--- config.mk ---
export PLATFORM = sky130hd
export DESIGN_NAME = tape_image_record_scanner_unit
export DESIGN_NICKNAME = d
export VERILOG_FILES = /design/src/rtl/tirs_pkg.sv /design/src/rtl/tape_image_record_scanner_unit.sv /design/src/rtl/tirs_core.sv /design/src/rtl/tirs_fifo.sv
export SDC_FILE = /design/constraint.sdc
export NUM_CORES = 2
export LEC_CHECK = 0
export BUFFER_PORTS_ARGS = -buffer_cell sky130_fd_sc_hd__clkbuf_2
export CAP_MARGIN = 0
export CORE_AREA = 4 4 475 289
export CTS_CLUSTER_SIZE = 28
export DETAILED_ROUTE_END_ITERATION = 8
export DIE_AREA = 0 0 479 293
export HOLD_SLACK_MARGIN = 0.12
export SYNTH_ARGS = -nofsm -noshare
export SYNTH_HDL_FRONTEND = slang
export SYNTH_SLANG_ARGS = --single-unit
--- constraint.sdc ---
create_clock -name i_clk -period 29 [get_ports i_clk]
set_input_delay 8.7 -clock i_clk [delete_from_list [all_inputs] [get_ports i_clk]]
set_output_delay 8.7 -clock i_clk [all_outputs]
set_load 0.01 [all_outputs]
--- src/rtl/tirs_pkg.sv ---
// ----------------------------------------------------------------------------
// Tape image record scanner package
// Shared widths, word types, event codes and helper functions.
// ----------------------------------------------------------------------------
package tirs_pkg;

    localparam int COUNT_BITS = 32;
    localparam int FILE_BITS  = 16;

    // Result queue: room for the two words one input byte may raise, plus slack
    localparam int FIFO_DEPTH    = 4;
    localparam int FIFO_PTR_BITS = $clog2(FIFO_DEPTH);
    localparam int FIFO_CNT_BITS = FIFO_PTR_BITS + 1;

    localparam logic [1:0] KIND_RUN       = 2'd0;
    localparam logic [1:0] KIND_FIRST_TM  = 2'd1;
    localparam logic [1:0] KIND_REPEAT_TM = 2'd2;
    localparam logic [1:0] KIND_EOM       = 2'd3;

    localparam logic [15:0] HDR_EOM_MASK = 16'hffff;
    localparam logic [15:0] LEN_ODD_MASK = 16'h0001;

    typedef struct packed {
        logic [7:0] data_byte;
        logic       stream_end;
    } t_in_item;

    typedef struct packed {
        logic [1:0]  event_kind;
        logic [15:0] file_number;
        logic [31:0] first_record;
        logic [31:0] last_record;
        logic [15:0] record_size;
        logic [31:0] record_total;
        logic [31:0] byte_total;
        logic        last_of_step;
    } t_out_item;

    // Words raised by one accepted byte, in order
    typedef struct packed {
        logic [1:0] count;
        t_out_item  first;
        t_out_item  second;
    } t_push_bundle;

    typedef enum logic [10:0] {
        PH_HDR0  = 11'b000_0000_0001,
        PH_HDR1  = 11'b000_0000_0010,
        PH_HDR2  = 11'b000_0000_0100,
        PH_HDR3  = 11'b000_0000_1000,
        PH_DATA  = 11'b000_0001_0000,
        PH_PAD   = 11'b000_0010_0000,
        PH_TRL0  = 11'b000_0100_0000,
        PH_TRL1  = 11'b000_1000_0000,
        PH_TRL2  = 11'b001_0000_0000,
        PH_TRL3  = 11'b010_0000_0000,
        PH_HALT  = 11'b100_0000_0000
    } t_phase;

    function automatic logic [COUNT_BITS-1:0] sat_add(input logic [COUNT_BITS-1:0] a,
                                                      input logic [COUNT_BITS-1:0] b);
        logic [COUNT_BITS:0] s;
        s = {1'b0, a} + {1'b0, b};
        return s[COUNT_BITS] ? {COUNT_BITS{1'b1}} : s[COUNT_BITS-1:0];
    endfunction

    function automatic logic [31:0] fit32(input logic [COUNT_BITS-1:0] v);
        logic [63:0] w;
        w = 64'(v);
        return w[31:0];
    endfunction

    function automatic logic [15:0] fit16(input logic [FILE_BITS-1:0] v);
        logic [31:0] w;
        w = 32'(v);
        return w[15:0];
    endfunction

endpackage

--- src/rtl/tape_image_record_scanner_unit.sv ---
// ----------------------------------------------------------------------------
// Tape image record scanner
// Output: a result word is written into the registered result queue and offered from there.
// Throughput: one byte per cycle while the input is not stalled; a byte raises zero, one or two words.
// The input stalls while the four-word result queue holds more than two words.
// Reset: synchronous, active low; clears the scanner state and the queue.
// ----------------------------------------------------------------------------
module tape_image_record_scanner_unit (
    input  logic                i_clk,
    input  logic                i_rst_n,
    input  logic                i_in_valid,
    output logic                o_in_stall,
    input  tirs_pkg::t_in_item  i_in,
    output logic                o_out_valid,
    input  logic                i_out_stall,
    output tirs_pkg::t_out_item o_out
);
    import tirs_pkg::*;

    t_push_bundle push;
    logic         room;
    logic         accept;

    assign o_in_stall = !room;
    assign accept     = i_in_valid && room;

    tirs_core u_core (
        .i_clk    (i_clk),
        .i_rst_n  (i_rst_n),
        .i_accept (accept),
        .i_item   (i_in),
        .o_push   (push)
    );

    tirs_fifo u_fifo (
        .i_clk       (i_clk),
        .i_rst_n     (i_rst_n),
        .i_push      (push),
        .o_room      (room),
        .o_out_valid (o_out_valid),
        .i_out_stall (i_out_stall),
        .o_out       (o_out)
    );

endmodule

--- src/rtl/tirs_core.sv ---
// ----------------------------------------------------------------------------
// Tape image record scanner core
// Header/data/pad/trailer sequencing, per-file counters and run grouping.
// ----------------------------------------------------------------------------
module tirs_core (
    input  logic                  i_clk,
    input  logic                  i_rst_n,
    input  logic                  i_accept,
    input  tirs_pkg::t_in_item    i_item,
    output tirs_pkg::t_push_bundle o_push
);
    import tirs_pkg::*;

    t_phase                r_phase, n_phase;
    logic [23:0]           r_hdr, n_hdr;
    logic [15:0]           r_left, n_left;
    logic [15:0]           r_seen, n_seen;
    logic [FILE_BITS-1:0]  r_file, n_file;
    logic                  r_mark_seen, n_mark_seen;
    logic [COUNT_BITS-1:0] r_records, n_records;
    logic [COUNT_BITS-1:0] r_run_start, n_run_start;
    logic [15:0]           r_run_len, n_run_len;
    logic                  r_run_open, n_run_open;
    logic [COUNT_BITS-1:0] r_file_bytes, n_file_bytes;
    logic [COUNT_BITS-1:0] r_tape_bytes, n_tape_bytes;

    always_comb begin
        logic        tr_en;
        logic        tm_en;
        logic        eom_en;
        logic [15:0] tr_len;
        logic [31:0] hw;
        logic [1:0]  k;
        t_out_item   items [2];
        t_out_item   w;

        n_phase      = r_phase;
        n_hdr        = r_hdr;
        n_left       = r_left;
        n_seen       = r_seen;
        n_file       = r_file;
        n_mark_seen  = r_mark_seen;
        n_records    = r_records;
        n_run_start  = r_run_start;
        n_run_len    = r_run_len;
        n_run_open   = r_run_open;
        n_file_bytes = r_file_bytes;
        n_tape_bytes = r_tape_bytes;

        tr_en  = 1'b0;
        tm_en  = 1'b0;
        eom_en = 1'b0;
        tr_len = r_seen;
        hw     = {i_item.data_byte, r_hdr};
        k      = 2'd0;
        w      = '0;
        items[0] = '0;
        items[1] = '0;

        // Sequence the phase and decide which events this byte raises
        if (i_accept && r_phase != PH_HALT) begin
            if (i_item.stream_end) begin
                tr_en  = r_phase inside {PH_DATA, PH_PAD, PH_TRL0, PH_TRL1, PH_TRL2,
                                         PH_TRL3};
                tr_len = (r_phase == PH_DATA) ? r_seen - r_left : r_seen;
                eom_en = 1'b1;
            end else begin
                case (r_phase)
                    PH_HDR0: begin
                        n_hdr[7:0] = i_item.data_byte;
                        n_phase    = PH_HDR1;
                    end
                    PH_HDR1: begin
                        n_hdr[15:8] = i_item.data_byte;
                        n_phase     = PH_HDR2;
                    end
                    PH_HDR2: begin
                        n_hdr[23:16] = i_item.data_byte;
                        n_phase      = PH_HDR3;
                    end
                    PH_HDR3: begin
                        n_hdr = '0;
                        if ((hw[31:16] & HDR_EOM_MASK) != '0) begin
                            eom_en = 1'b1;
                        end else if (hw[15:0] == '0) begin
                            tm_en   = 1'b1;
                            n_phase = PH_HDR0;
                        end else begin
                            n_seen  = hw[15:0];
                            n_left  = hw[15:0];
                            n_phase = PH_DATA;
                        end
                    end
                    PH_DATA: begin
                        n_left = r_left - 16'd1;
                        if (r_left == 16'd1) begin
                            n_phase = ((r_seen & LEN_ODD_MASK) != '0) ? PH_PAD : PH_TRL0;
                        end
                    end
                    PH_PAD:  n_phase = PH_TRL0;
                    PH_TRL0: n_phase = PH_TRL1;
                    PH_TRL1: n_phase = PH_TRL2;
                    PH_TRL2: n_phase = PH_TRL3;
                    PH_TRL3: begin
                        tr_en   = 1'b1;
                        tr_len  = r_seen;
                        n_phase = PH_HDR0;
                    end
                    default: n_phase = r_phase;
                endcase
            end
        end

        // Close the open run when the size changes or a file ends
        if ((tr_en && (!r_run_open || tr_len != r_run_len) && r_run_open) ||
            (tm_en && !r_mark_seen && r_run_open)) begin
            w              = '0;
            w.event_kind   = KIND_RUN;
            w.file_number  = fit16(r_file);
            w.first_record = fit32(r_run_start);
            w.last_record  = fit32(r_records);
            w.record_size  = r_run_len;
            items[k[0]]    = w;
            k              = k + 2'd1;
        end

        if (tr_en) begin
            if (!r_run_open || tr_len != r_run_len) begin
                n_run_len   = tr_len;
                n_run_start = sat_add(r_records, COUNT_BITS'(1));
                n_run_open  = 1'b1;
            end
            n_records    = sat_add(r_records, COUNT_BITS'(1));
            n_file_bytes = sat_add(r_file_bytes, COUNT_BITS'(tr_len));
            n_mark_seen  = 1'b0;
        end

        if (tm_en) begin
            w            = '0;
            w.byte_total = fit32(r_file_bytes);
            if (!r_mark_seen) begin
                w.event_kind   = KIND_FIRST_TM;
                w.file_number  = fit16(r_file);
                w.record_total = fit32(r_records);
                if (r_file != {FILE_BITS{1'b1}}) begin
                    n_file = r_file + FILE_BITS'(1);
                end
            end else begin
                w.event_kind  = KIND_REPEAT_TM;
                w.file_number = fit16(r_file - FILE_BITS'(1));
            end
            items[k[0]]  = w;
            k            = k + 2'd1;
            n_mark_seen  = 1'b1;
            n_tape_bytes = sat_add(r_tape_bytes, r_file_bytes);
            n_records    = '0;
            n_run_start  = '0;
            n_file_bytes = '0;
            n_run_open   = 1'b0;
        end

        if (eom_en) begin
            w             = '0;
            w.event_kind  = KIND_EOM;
            w.file_number = fit16(r_file);
            w.byte_total  = fit32(r_tape_bytes);
            items[k[0]]   = w;
            k             = k + 2'd1;
            n_phase       = PH_HALT;
        end

        // Flag the final word of this byte
        if (k == 2'd1) begin
            items[0].last_of_step = 1'b1;
        end else if (k == 2'd2) begin
            items[1].last_of_step = 1'b1;
        end

        o_push.count  = k;
        o_push.first  = items[0];
        o_push.second = items[1];
    end

    always_ff @(posedge i_clk) begin
        if (!i_rst_n) begin
            r_phase      <= PH_HDR0;
            r_hdr        <= '0;
            r_left       <= '0;
            r_seen       <= '0;
            r_file       <= FILE_BITS'(1);
            r_mark_seen  <= 1'b0;
            r_records    <= '0;
            r_run_start  <= '0;
            r_run_len    <= '0;
            r_run_open   <= 1'b0;
            r_file_bytes <= '0;
            r_tape_bytes <= '0;
        end else begin
            r_phase      <= n_phase;
            r_hdr        <= n_hdr;
            r_left       <= n_left;
            r_seen       <= n_seen;
            r_file       <= n_file;
            r_mark_seen  <= n_mark_seen;
            r_records    <= n_records;
            r_run_start  <= n_run_start;
            r_run_len    <= n_run_len;
            r_run_open   <= n_run_open;
            r_file_bytes <= n_file_bytes;
            r_tape_bytes <= n_tape_bytes;
        end
    end

endmodule

--- src/rtl/tirs_fifo.sv ---
// ----------------------------------------------------------------------------
// Tape image record scanner result queue
// Takes up to two words per cycle, hands out one word per output handshake.
// ----------------------------------------------------------------------------
module tirs_fifo (
    input  logic                   i_clk,
    input  logic                   i_rst_n,
    input  tirs_pkg::t_push_bundle i_push,
    output logic                   o_room,
    output logic                   o_out_valid,
    input  logic                   i_out_stall,
    output tirs_pkg::t_out_item    o_out
);
    import tirs_pkg::*;

    t_out_item                r_mem [FIFO_DEPTH];
    logic [FIFO_PTR_BITS-1:0] r_wr_ptr, n_wr_ptr;
    logic [FIFO_PTR_BITS-1:0] r_rd_ptr, n_rd_ptr;
    logic [FIFO_CNT_BITS-1:0] r_count, n_count;
    logic                     pop;
    logic [FIFO_PTR_BITS-1:0] wr_ptr_next;

    assign o_out_valid = (r_count != '0);
    assign o_out       = r_mem[r_rd_ptr];
    assign pop         = o_out_valid && !i_out_stall;
    // Room for a full pair of words whatever the output side does
    assign o_room      = (r_count <= FIFO_CNT_BITS'(FIFO_DEPTH - 2));
    assign wr_ptr_next = r_wr_ptr + FIFO_PTR_BITS'(1);

    always_comb begin
        n_wr_ptr = r_wr_ptr + FIFO_PTR_BITS'(i_push.count);
        n_rd_ptr = pop ? r_rd_ptr + FIFO_PTR_BITS'(1) : r_rd_ptr;
        n_count  = r_count + FIFO_CNT_BITS'(i_push.count) - FIFO_CNT_BITS'(pop);
    end

    always_ff @(posedge i_clk) begin
        if (i_push.count != 2'd0) begin
            r_mem[r_wr_ptr] <= i_push.first;
        end
        if (i_push.count == 2'd2) begin
            r_mem[wr_ptr_next] <= i_push.second;
        end
    end

    always_ff @(posedge i_clk) begin
        if (!i_rst_n) begin
            r_wr_ptr <= '0;
            r_rd_ptr <= '0;
            r_count  <= '0;
        end else begin
            r_wr_ptr <= n_wr_ptr;
            r_rd_ptr <= n_rd_ptr;
            r_count  <= n_count;
        end
    end

endmodule
# Yosys cells after proc, flatten, opt, wreduce, memory -nomap -nowiden
# Memories as Yosys holds them, arrays and structs flattened. A register that Yosys moved wholly into a read port is not among the register bits.
# Cells that the tools add are included.
classes:
  n_addsub: 14
  order_cmp: 5
  n_eq_ne: 22
  n_mux: 59
  n_bitwise: 7
  reduce_logical: 39
op_table:
  columns: ["cell", "count"]
  rows:
  - ["326-bit bitwise mux", 2]
  - ["326-bit 2-to-1 mux", 2]
  - ["163-bit demux with 1-bit select", 2]
  - ["163-bit 2-to-1 mux", 2]
  - ["161-bit 2-to-1 mux", 1]
  - ["32-bit 2-to-1 mux", 5]
  - ["11-bit one-hot mux with 10 select lines", 1]
  - ["16-bit 2-to-1 mux", 5]
  - ["11-bit 2-to-1 mux", 5]
  - ["8-bit one-hot mux with 2 select lines", 3]
  - ["18-bit 2-to-1 mux", 2]
  - ["32-bit by 1-bit adder with 33-bit output, second input constant", 1]
  - ["32-bit by 16-bit adder with 33-bit output", 1]
  - ["32-bit by 32-bit adder with 33-bit output", 1]
  - ["16-bit one-hot mux with 2 select lines", 1]
  - ["16-bit by 1-bit subtractor with 16-bit output, second input constant", 2]
  - ["1-bit 2-to-1 mux", 22]
  - ["5-bit AND reduction", 4]
  - ["16-bit by 1-bit adder with 16-bit output, second input constant", 1]
  - ["16-bit by 1-bit equality test with 1-bit output, second input constant", 1]
  - ["16-bit zero test", 1]
  - ["16-bit != test", 1]
  - ["16-bit != test, second input constant", 1]
  - ["16-bit nonzero test", 1]
  - ["other kinds (41)", 78]
word_totals:
  regBits: 236
  ramBits: 652
  input_bits: 13
  output_inout_bits: 165
  wordCells: 165
  memories: 1
memory_table:
  columns: ["name", "depth", "word_bits", "read_ports", "rd_ports_with_merged_regs", "write_ports", "line", "source"]
  rows:
  - ["u_fifo.r_mem", 4, 163, 1, 1, 2, "tirs_fifo.sv:16", "t_out_item r_mem [FIFO_DEPTH];"]

# Depth between registers and ports, before layout
depth:
  depth_word: 21
  mapped_depth: 26
  depth_no_buf: 21

# Modules after synthesis
# Synthesis repeated with hierarchy kept, for this count alone.
hier_totals:
  cells_unflattened: 3757
  hier_area_um2: 48744.2
modules_own_cells:
  columns: ["module", "instances", "cells_per_inst", "area_per_inst_um2", "seq_area_each_um2"]
  rows:
  - ["tirs_fifo", 1, 1630, 32356.0, 19759.0]
  - ["tirs_core", 1, 2125, 16378.2, 4584.4]
  - ["tape_image_record_scanner_unit", 1, 2, 10.0, 0.0]

# Worst setup path before layout
# No wires, ideal clock.
synth_path:
  kind: "input-to-reg"
  startpoint: "input port i_in_valid"
  endpoint: "memory u_fifo.r_mem[1][0] in the netlist's numbering, enable pin"
  setup_ps: 919
  t_arrival_ps: 23183
  required_time_ps: 28081
  slack_ps: 4898
  stages: 16
  path_buffers: 4
  path_cell_list: "nand2_1 > nor4_4 > buf_2 > nor2_1 > a221oi_2 > o211ai_1 > a2111oi_0 > nand4b_1 > a21oi_2 > buf_4 > buf_4 > nand2b_1 > ha_1 > clkbuf_1 > a211oi_1 > nor3b_1"
synth_lines:
  columns: ["element", "line", "source"]
  rows:
  - ["start: declaration", "tape_image_record_scanner_unit.sv:11", "input logic i_in_valid,"]
  - ["end: declaration", "tirs_fifo.sv:16", null]

==> impl_metrics.py <==
metrics = {
    "global_routing": {
        "grt_pass1_wl_um": 212000,
        "grt-ovfl-total": 0,
        "antenna_found_initial": 5,
        "grt_use_total_pct": 19.4,
        "grt_pass1_vias": 32300,
        "grt_max_degree": 220,
    },
    "placement": {
        "place_ws_ns": 13.09,
        "dp_hpwl_um": 87800,
        "gp_congestion": 0.902,
        "portBuffers": 177,
    },
    "yosys": {
        "synth.distinct_cells": 87,
        "synth_nets": 4173,
        "synth.top_cells.by_count": "edfxtp_1 (652), nor2_1 (353), a21oi_1 (340), clkbuf_1 (298), nor4b_1 (292)",
        "ys_async_sr_fraction_pct": 0,
        "netlist_area_um2": 46300,
        "synth_top_area_share_pct": 42.3,
        "yosys_warnings": 0,
        "synth-edff-count": 652,
        "yosysMostFrequentCell": "edfxtp_1",
        "ys_seq_elements": 890,
        "yosys-top-cells-area": "edfxtp_1 (42%), dfxtp_1 (10%), mux4_2 (7.9%), nor4b_1 (5.5%), a21oi_1 (3.7%)",
        "avgSynthCellArea_um2": 11.3,
        "yosysSeqAreaShare_pct": 52.6,
        "synth_area_leader_cell": "edfxtp_1",
        "synthCells": 4081,
        "synth-main-ff-cell": "edfxtp_1",
    },
    "detailed_routing": {
        "drt_wl_total_um": 140000,
        "drt_pass1_iterations": 5,
        "drtIter0Drc": 4448,
        "post_drt_wl_per_cell_um": 23.7,
        "via_per_inst": 5.87,
        "vias": 34600,
        "drc": 0,
        "route.antenna.remaining_nets": 0,
    },
    "pwr": {
        "p_leak_nw": 17.6,
        "power_density_nw_per_um2": 62.7,
        "ir_drop_v": 0.0000604,
    },
    "clocking": {
        "cts.sinks": 890,
        "cts_root_buf": "clkbuf_16",
        "cts_hold_buf": 0,
        "cts_tree": "yes",
        "clk_latency_ns": 0.72,
        "cts_buffer_depth": 3,
        "cts-resized-gates": 0,
        "cts_inserted_buffers": 88,
        "cts_setup_buffers": 0,
        "h-tree-depth": 3,
        "path_clk_slew_ns": 0.06,
    },
    "timing": {
        "fin_tns_setup_ns": 0,
        "setup_viol": 0,
        "fin_skew_ns": 0.0597,
        "drv_slew": 0,
        "hold_viol": 0,
        "relSlewSlack_pct": 18.7,
        "period_minus_slack_ns": 15.40,
        "fin_crit_sh_pct": 53.1,
        "hold_ws_ns": 0.503,
        "max_freq_ghz": 0.0650,
        "setup_ws_ns": 13.60,
        "rsz0062_at_grt": "false",
        "tightest_slew_ns": 1.21,
    },
    "flow_run": {
        "max_cap_viol_count": 0,
    },
    "layout": {
        "drive_above_1_share_pct": 14.9,
        "nNetsFinal": 4113,
        "area_growth_pct": 11.2,
    },
    "setup_path": {
        "crit_type": "in2reg",
        "required_ns": 29.38,
        "slowest_stage": "buf_4",
        "cp_slowest_stage_delay_ns": 0.91,
        "critPathLaunchType": "input pin",
        "endpoint_kind": "flop",
        "crit_chain": "clkbuf_2 > inv_1 > nor4_4 > mux2_1 > xor2_1 > a21boi_0 > nand4b_1 > nand4b_1 > a21oi_4 > nand2b_1 > ha_1 > nand2b_1 > nand2_4 > buf_4 > buf_4 > nor4b_1",
        "crit_arrival_ns": 15.78,
        "critPathMaxFanout": 94,
    },
    "outcome": {
        "outcome": "completed",
    },
    "die": {
        "fp.dieArea_um2": 140000,
        "row_count": 104,
        "core-area_um2": 133000,
        "start_util_pct": 34.8,
        "ios": 178,
        "dieHeight_um": 293,
        "die_x_um": 479,
    },
    "hold_path": {
        "hold_path_class": "reg2reg",
    },
}
==> area by class of cell <==
class | count | area (um2)
fill | 12700 | 81700
multi-input combinational | 2732 | 20200
antenna | 5 | 12.5
clock buffer | 119 | 2450
timing repair buffer | 238 | 1390
tap | 1802 | 2250
clock inverter | 45 | 507
sequential | 890 | 24400
inverter | 71 | 267
==> per-stage QoR <==
step / instances / util (%) / cell area [um2] / total power [mW]
floorplan: 4081 / - / 46300 / 1.84
global placement: 5733 / 36.4 / 48500 / 2.07
detailed placement: 5733 / 36.4 / 48500 / 2.07
CTS: 5897 / 38.7 / 51500 / 3.27
global route: 5901 / 38.7 / 51500 / 3.35
finish: 5902 / 38.7 / 51500 / 3.22
==> critical path, delay by kind of cell <==
family                     cells  cell delay (ns)
buffers and inverters          4             2.33
xor gates and xnor gates       1             0.19
and+or+nand+nor                7             2.68
adders and majority gates      1             0.38
muxes                          1             0.42
AOI/OAI and AO/OA              2             0.95
==> cells in the final DEF (no fill, tap or decap), drive strengths merged, types with 13 or more instances in the layout <==
| cell | n |
|---|---|
| a211oi | 32 |
| ha | 75 |
| inv | 73 |
| nor4 | 68 |
| nand4 | 31 |
| nand3 | 100 |
| mux4 | 163 |
| o211ai | 20 |
| clkbuf | 296 |
| nand2b | 20 |
| or3 | 26 |
| a21oi | 342 |
| and3 | 60 |
| dfxtp | 238 |
| nor4b | 292 |
| mux2i | 55 |
| nor3 | 71 |
| and2 | 109 |
| nor2 | 355 |
| a22o | 31 |
| xnor2 | 64 |
| or2 | 16 |
| buf | 61 |
| edfxtp | 652 |
| nor2b | 19 |
| o31a | 13 |
| clkinv | 34 |
| a311oi | 18 |
| nand2 | 214 |
| a31oi | 67 |
| o21ai | 173 |
| a22oi | 39 |
| xor2 | 64 |
| a21o | 34 |
==> sequential cells by signal, summed over array words and instances (netlist names), named ones only <==
signal	count
u_fifo.r_mem	652
u_core.r_tape_bytes	32
u_core.r_records	32
u_core.r_run_start	32
u_core.r_run_open	1
u_fifo.r_wr_ptr	2
u_fifo.r_rd_ptr	2
u_core.r_file_bytes	32
u_core.r_phase	11
u_core.r_mark_seen	1
u_core.r_run_len	16
u_core.r_file	16
u_fifo.r_count	3
u_core.r_left	16
u_core.r_hdr	24
u_core.r_seen	16
==> power breakdown <==
group | switching [mW] | internal (mW) | total (mW)
registers | 0.0412 | 1.41 | 1.45
logic | 0.347 | 0.233 | 0.580
clock network | 0.530 | 0.663 | 1.19
total | 0.918 | 2.31 | 3.22
==> kinds of logic (layout without fill, tap and decap cells) <==
family	Yosys count	count (layout)	share of synthesized area (%)
mux	226	226	9.32
compound gates	874	874	11.7
buf+inv	459	473	4.06
flops	890	890	52.6
other cells	0	5	0
fa+ha+maj	79	79	2.20
xor+xnor	129	129	2.47
simple gates	1424	1424	17.7
==> per-layer routing <==
metal	share of wire, %	track usage, %
met3	8.7	3.82
met2	42	27.5
met5	0.0086	0
met1	47	30.4
met4	1.9	4.37
==> final timing paths <==
check / startpoint / to / cells after the start / slack [ns]
max: i_in[0] / u_fifo.r_mem[0][80] / 16 / 13.60
min: u_core.r_hdr[18] / u_core.r_hdr[18] / 2 / 0.50
max reg2reg: u_core.r_seen[4] / u_fifo.r_mem[0][80] / 17 / 20.71
min reg2reg: u_core.r_hdr[18] / u_core.r_hdr[18] / 2 / 0.50
No activity file was read; power rests on OpenSTA's default activity.
